`config.mk`:
```
export PLATFORM = sky130hd
export DESIGN_NAME = qbt_front
export DESIGN_NICKNAME = d
export VERILOG_FILES = /design/src/hdl/qbt_pkg.sv /design/src/hdl/qbt_front.sv
export SDC_FILE = /design/constraint.sdc
export NUM_CORES = 1
export LEC_CHECK = 0
export BUFFER_PORTS_ARGS = -buffer_cell sky130_fd_sc_hd__buf_2
export CAP_MARGIN = 25
export CELL_PAD_IN_SITES_DETAIL_PLACEMENT = 2
export CELL_PAD_IN_SITES_GLOBAL_PLACEMENT = 2
export CORE_MARGIN = 2
export CORE_UTILIZATION = 37
export CTS_CLUSTER_SIZE = 28
export DETAILED_ROUTE_END_ITERATION = 16
export PLACE_DENSITY_LB_ADDON = 0.1
export SYNTH_ARGS = -nofsm -noshare
export SYNTH_HDL_FRONTEND = slang
export SYNTH_SLANG_ARGS = --single-unit
```
`constraint.sdc`:
```
create_clock -name clock -period 4.9 [get_ports clock]
set_input_delay 0.98 -clock clock [delete_from_list [all_inputs] [get_ports clock]]
set_output_delay 0.98 -clock clock [all_outputs]
set_load 0.01 [all_outputs]
```
`src/hdl/qbt_pkg.sv`:
```
// Shared types, constants and arithmetic helpers for the quadratic Bezier
// tessellator. No dependencies.
package qbt_pkg;

   localparam int MAX_SAMPLES = 64;
   localparam int ADDR_W      = $clog2(MAX_SAMPLES);
   localparam int CNT_W       = $clog2(MAX_SAMPLES + 1);
   localparam int SEG_W       = 6;
   localparam int COORD_W     = 16;
   localparam int DIST_W      = 17;
   localparam int T_W         = 17;   // t runs 0..65536
   localparam int REM_W       = CNT_W + 1;
   localparam int DIV_STEPS   = T_W;
   localparam int SQRT_STEPS  = 17;
   localparam int SQ_W        = 34;
   localparam int STEP_W      = 5;
   localparam logic [SEG_W-1:0] SEG_RESET = SEG_W'(50);

   localparam logic OP_TESS  = 1'b0;
   localparam logic OP_QUERY = 1'b1;
   localparam logic KIND_SAMPLE = 1'b0;
   localparam logic KIND_DIST   = 1'b1;

   typedef struct packed {
      logic                       opcode;
      logic signed [COORD_W-1:0]  start_x;
      logic signed [COORD_W-1:0]  start_y;
      logic signed [COORD_W-1:0]  ctrl_x;
      logic signed [COORD_W-1:0]  ctrl_y;
      logic signed [COORD_W-1:0]  end_x;
      logic signed [COORD_W-1:0]  end_y;
      logic signed [COORD_W-1:0]  query_x;
      logic signed [COORD_W-1:0]  query_y;
   } qbt_job_type;

   typedef enum logic [3:0] {
      ST_IDLE,
      ST_DIV,
      ST_LERP0,
      ST_LERP1,
      ST_LERP2,
      ST_T_EMIT,
      ST_Q_RD,
      ST_Q_SQ,
      ST_Q_MIN,
      ST_Q_SQRT,
      ST_Q_EMIT
   } qbt_state_type;

   // a + floor((b-a)*t/65536); arithmetic shift gives the floor
   function automatic logic signed [COORD_W-1:0] lerp(
      input logic signed [COORD_W-1:0] a,
      input logic signed [COORD_W-1:0] b,
      input logic [T_W-1:0]            t);
      logic signed [COORD_W:0]     d;
      logic signed [COORD_W+T_W+1:0] p;
      logic signed [COORD_W+T_W+1:0] q;
      logic signed [COORD_W+T_W+1:0] s;
      d = {b[COORD_W-1], b} - {a[COORD_W-1], a};
      p = d * $signed({1'b0, t});
      q = p >>> 16;
      s = q + (COORD_W+T_W+2)'(a);
      return s[COORD_W-1:0];
   endfunction

endpackage

```
`src/hdl/qbt_front.sv`:
```
// Front end: accepts request transactions and queues them for the back end.
// Depends on qbt_pkg.
module qbt_front (
   input  logic                clock,
   input  logic                reset,
   input  logic                req_valid,
   output logic                req_ready,
   input  qbt_pkg::qbt_job_type req_job,
   output logic                job_valid,
   input  logic                job_ready,
   output qbt_pkg::qbt_job_type job
);
   import qbt_pkg::*;

   qbt_job_type slot_ff [2];
   qbt_job_type slot_in [2];
   logic [1:0]  fill_ff, fill_in;
   logic        push, pop;

   assign req_ready = (fill_ff != 2'd2);
   assign job_valid = (fill_ff != 2'd0);
   assign job       = slot_ff[0];
   assign push      = req_valid && req_ready;
   assign pop       = job_valid && job_ready;

   always_comb begin
      slot_in = slot_ff;
      fill_in = fill_ff;
      if (pop) begin
         slot_in[0] = slot_ff[1];
      end
      if (push) begin
         if ((pop && fill_ff == 2'd1) || fill_ff == 2'd0) begin
            slot_in[0] = req_job;
         end else if (pop) begin
            slot_in[1] = req_job;
         end else begin
            slot_in[1] = req_job;
         end
      end
      fill_in = fill_ff + {1'b0, push} - {1'b0, pop};
   end

   always_ff @(posedge clock) begin
      slot_ff <= slot_in;
      if (reset) begin
         fill_ff <= 2'd0;
      end else begin
         fill_ff <= fill_in;
      end
   end

endmodule

```
==> results of run 1 <==
synth_stat cells:
master	instances
nand2_1	2
a21boi_0	1
nand2b_1	2
buf_4	141
inv_1	2
and3_1	1
buf_6	10
xor2_1	1
dfxtp_1	131
buf_2	6
o21ai_1	1
o32ai_1	1
nor2_1	1
mux2_2	259
nor2b_1	2
edfxtp_1	129
o211ai_1	1
ha_1	1
power by group through the flow:
stage / registers (mW) / clock network (mW) / logic (mW)
after floorplan: 3.25 / 0 / 2.64
after global placement: 3.27 / 0 / 2.70
after detailed placement: 3.34 / 0 / 2.82
after CTS: 3.30 / 2.16 / 2.84
after global routing: 3.38 / 2.23 / 3.01
final: 3.28 / 2.07 / 2.76
worst register-to-register path: cells and delay by family, from the launching register on:
kind / cells / cell delay, ps
AOI/OAI and AO/OA: 1 / 250
DFF: 1 / 470
buffers and inverters: 2 / 870
muxes: 1 / 530
state kept, by name, indices dropped and copies added, names as in the netlist:
signal / count
slot_ff: 129
fill_ff: 2
job: 129
metrics by stage:
stage	power, mW	cell area [sq um]	std cells
finish	8.116	12300	1241
global route	8.616	12300	1241
floorplan	5.889	10710	692
CTS	8.298	12300	1241
detailed placement	6.163	11390	1187
global placement	5.972	11390	1187
cell families (layout without fill, tap and decap cells):
group,count (synthesis),after routing,synth area share
flip-flops,260,260,0.6063
multiplexers,259,259,0.2722
buffers and inverters,159,324,0.1128
AND/OR/NAND/NOR,8,8,0.003970
AO/OA/AOI/OAI,4,4,0.002686
adder cells (fa/ha/maj),1,1,0.001168
XOR/XNOR,1,1,0.0008176
worst min path at each step:
stage,start,end,slack [ps],cells after the start
floorplan,slot_ff[100],job[100],570,2
global placement,slot_ff[69],job[69],580,2
detailed placement,slot_ff[125],job[125],590,2
CTS,req_job[125],slot_ff[125],580,1
global route,req_job[81],slot_ff[81],590,1
finish,slot_ff[3],job[3],590,2
area by class of cell:
cell class                 instances  area share
sequential                       260      0.5282
inverter                           2   0.0006104
clock buffer                      42     0.06460
timing repair buffer             268      0.1121
multi-input combinational        273      0.2460
tap                              384     0.03906
clock inverter                    12    0.009461
per-layer routing:
metal | vias to the layer above | GRT usage | routed length (microns)
li1 | 2654 | - | -
met5 | - | 0 | 55
met1 | 2839 | 0.1722 | 8932
met4 | 8 | 0.03782 | 443
met2 | 172 | 0.2774 | 12280
met3 | 42 | 0.04746 | 1646
==> impl_metrics.json, run 1 <==
{
  "cts_tree": "done",
  "die_h_microns": 174.2,
  "grt_pass1_vias": 6509,
  "cts_buffer_depth": 3,
  "path_class": "reg2out",
  "post_cts.repair.setup_buffers": 0,
  "ir_worst_vdd_mv": 0.5597,
  "slew_viol_final": 0,
  "critPathArrivalTime_ps": 1330,
  "diodes": 0,
  "regToRegStartpoint": "fill_ff[0]",
  "p_sw_mw": 2.397,
  "finalHoldViolCount": 0,
  "critPathSlowestCell": "dfxtp_1",
  "initial_core_util": 0.3743,
  "intPower_mw": 5.719,
  "port_buffers": 263,
  "syn_inst": 692,
  "cp_num_buf_inv": 2,
  "critPathCaptureType": "output port",
  "h-tree-depth": 1,
  "syn-cell-area_sq_mm": 0.01071,
  "yosysUniqueCellTypes": 18,
  "core_area_sq_mm": 0.02863,
  "seqPwrFrac": 0.405,
  "num_vias": 5715,
  "fin_hold_ws_ps": 592.6,
  "layout_common_cells": "buf_2 (263), mux2_2 (259), dfxtp_1 (131), edfxtp_1 (129), clkbuf_16 (29)",
  "die_x_microns": 174.2,
  "required_ps": 3920,
  "path_cells": "inv_1 -> nand2_1 -> buf_2",
  "grt_pass1_wl_mm": 36.42,
  "synth.avg_cell_area_sq_um": 15.48,
  "overflow": 0,
  "power.density_mw_per_mm2": 659.9,
  "drive_gt1_frac": 0.6651,
  "fmax_mhz": 432.9,
  "path_clk_slew_ps": 60,
  "synth.top_cells.by_area": "edfxtp_1 (36%), mux2_2 (27%), dfxtp_1 (24%)",
  "cpPeakStageDelay_ps": 470,
  "max-slew-margin-rel": 0.3365,
  "crit_start": "fill_ff[0]",
  "first_pass_iters": 4,
  "dp_slack_ps": 2089,
  "cp_max_fo": 6,
  "period_share": 0.4714,
  "r2r_cells": 4,
  "synth_warnings": 0,
  "clkPwrFrac": 0.255,
  "area_growth_pct": 14.80,
  "power.leakage_nw": 4.893,
  "endpoint": "job_valid",
  "fin_crit_ps": 2310,
  "numCtsBuffers": 29,
  "layout_commonest_cell": "buf_2",
  "yosysTopAreaCellShare": 0.3616,
  "finalWorstSetupSlack_ps": 2590,
  "hold_buffers": 0,
  "grt.total_usage": 0.1520,
  "worst-path-stages": 3,
  "dieArea_sq_mm": 0.03033,
  "drtIter0Drc": 168,
  "r2r_setup_slack_ps": 2660,
  "multi_input_area_sq_mm": 0.003025,
  "grt_max_degree": 130,
  "r2r-end": "job[25]",
  "antenna_found_initial": 5,
  "seq_area_frac_synth": 0.6063,
  "post_drt_wl_per_cell_microns": 18.82,
  "synth-seq-cells": 260,
  "vias_per_cell": 4.605,
  "tns_ps": 0,
  "register_area_sq_mm": 0.006496,
  "cap_violations": 0,
  "status": "finished, final reports clean",
  "ant_nets": 0,
  "hp-class": "reg2reg",
  "p_comb_frac": 0.341,
  "cts.sinks": 260,
  "routed_wl_mm": 23.36,
  "critical-path-top-delay-family": "flip-flops",
  "rows": 62,
  "skew_ps": 23.86,
  "drc": 0,
  "gp_congestion": 0.7294,
  "cts_resized": 0,
  "switching_share": 0.2953,
  "root_buffer": "clkbuf_16",
  "yosys.area.top_type": "edfxtp_1",
  "rsz0062_at_grt": "false",
  "nNetsFinal": 968,
  "pin_count": 264,
  "utilization": 0.4297,
  "n_fill_cell": 2793,
  "setup_violations": 0,
  "hpwl_mm": 15.84,
  "worst_slew_pin_slew_ps": 995.2,
  "synth_nets": 826,
  "startpoint_type": "flop",
  "insertion_delay_ps": 550
}
No activity file was read; power rests on OpenSTA's default activity.
==> run 2: changes to the inputs <==
Settings changed: CORE_UTILIZATION 37 to 33.
Clock period 4.9 ns to 2 ns, I/O delays scaled along.
==> run 2 against run 1 <==
Against the previous run:
- via count is 0.28% higher
- die area up 12%
- worst hold slack got worse by 550 ps
- sequential share of layout area is 1.2 points lower
- first-iteration DRC count is 8.9% lower
- wire length up 0.93%
- combinational power increased to 2.5 times the previous value
- power is 150% higher
- non-clock buffer count is 11 higher
- register-to-register slack got worse by 2400 ps
- critical path depth rose by 2
- clock skew shrank 17 ps
- largest cell class unchanged
- highest routed layer unchanged
==> impl_metrics.json, run 2 (synthesis gave the netlist of run 1 again) <==
{
  "dieArea_sq_mm": 0.03392,
  "cts_tree": "done",
  "first_pass_iters": 4,
  "rsz0062_at_grt": "false",
  "cts.sinks": 260,
  "insertion_delay_ps": 540,
  "finalHoldViolCount": 0,
  "placedInstanceArea_sq_mm": 0.01162,
  "drtIter0Drc": 153,
  "post_drt_wl_per_cell_microns": 18.04,
  "worst_slew_pin_slew_ps": 436.1,
  "gp_congestion": 0.7041,
  "die_h_microns": 184.2,
  "drc": 0,
  "cpPeakStageDelay_ps": 450,
  "met3_usage": 0.04485,
  "antenna_found_initial": 4,
  "power.leakage_nw": 5.012,
  "h-tree-depth": 1,
  "root_buffer": "clkbuf_16",
  "critPathSlowestCell": "dfxtp_1",
  "cp_max_fo": 18,
  "status": "finished, final reports clean",
  "rows": 65,
  "numCtsBuffers": 30,
  "cap_violations": 0,
  "path_class": "reg2reg",
  "cpMostUsedCell": "buf_4",
  "vias_per_cell": 4.385,
  "r2r_setup_slack_ps": 220,
  "grt.total_usage": 0.1376,
  "utilization": 0.3956,
  "critPathCaptureType": "flop",
  "hp-class": "in2reg",
  "nNetsFinal": 980,
  "ant_nets": 0,
  "ir_worst_vdd_mv": 0.8616,
  "die_x_microns": 184.2,
  "core_area_sq_mm": 0.03180,
  "layout_common_cells": "buf_2 (263), mux2_2 (259), dfxtp_1 (131), edfxtp_1 (129), clkbuf_16 (31)",
  "layout_commonest_cell": "buf_2",
  "period_share": 0.8886,
  "required_ps": 2420,
  "cts_buffer_depth": 3,
  "hpwl_mm": 16.58,
  "tns_ps": 0,
  "path_clk_slew_ps": 60,
  "path_cells": "inv_1 -> o211ai_1 -> buf_4 -> buf_4 -> mux2_2",
  "skew_ps": 7.077,
  "hold_buffers": 0,
  "power_mw": 20.26,
  "critPathArrivalTime_ps": 2200,
  "drive_gt1_frac": 0.6713,
  "port_buffers": 263,
  "max-slew-margin-rel": 0.7093,
  "grt_pass1_vias": 6385,
  "cts_resized": 0,
  "fin_crit_ps": 1777,
  "initial_core_util": 0.3369,
  "setup_violations": 0,
  "grt.busiest_layer": "met2",
  "cp_num_buf_inv": 3,
  "grt_max_degree": 70,
  "area_growth_pct": 17.42,
  "startpoint_type": "flop",
  "num_vias": 5731,
  "fmax_mhz": 562.7,
  "critical-path-top-delay-family": "buffers and inverters",
  "slew_viol_final": 0,
  "overflow": 0,
  "final_cell_area_sq_mm": 0.01258,
  "grt_pass1_wl_mm": 36.47,
  "pin_count": 264,
  "power.density_mw_per_mm2": 1610,
  "grt_util_met2": 0.2480,
  "use_met1": 0.1553,
  "post_cts.repair.setup_buffers": 0,
  "fin_hold_ws_ps": 40.49,
  "routed_wl_mm": 23.58
}
run 2: changes by cell type in the layout (fill, tap and decap cells not counted), sizes merged:
cell / before / now
buf: 268 / 279
clkbuf: 42 / 43
clkinv: 7 / 11
clkinvlp: 2 / 0
diode: 0 / 2
inv: 3 / 2
run 2: final timing paths:
check,start,endpoint,cells after the start
max,fill_ff[0],job[122],5
min,req_job[100],slot_ff[100],1
max reg2reg,fill_ff[0],job[122],5
min reg2reg,slot_ff[4],job[4],2
run 2: metrics by stage:
step | setup slack [ps] | cells
after floorplan | 94.60 | 692
after global placement | 228.6 | 1249
after detailed placement | 187.7 | 1249
after CTS | 175.8 | 1305
after global routing | 76.13 | 1305
final | 222.9 | 1307
run 2: metal layers:
layer / routed length (microns) / part of all wire
met1: 8797 / 0.37
met2: 12370 / 0.52
met4: 636 / 0.027
met5: 28 / 0.0012
met3: 1742 / 0.074
run 2: layout make-up:
cell class / instances / area [sq um]
Antenna cell: 2 / 5.005
Fill cell: 3191 / 19220
Clock inverter: 13 / 112.6
Inverter: 2 / 7.507
Clock buffer: 43 / 840.8
Sequential cell: 260 / 6496
Timing Repair Buffer: 279 / 1549
Multi-Input combinational cell: 273 / 3025
Tap cell: 435 / 544.3
run 2: power breakdown:
| group | leakage, nW | internal, mW | switching, mW |
|---|---|---|---|
| clock network | 0.475 | 3.16 | 2.09 |
| logic | 2.26 | 3.86 | 3.10 |
| registers | 2.28 | 7.32 | 0.726 |
| total | 5.01 | 14.3 | 5.92 |
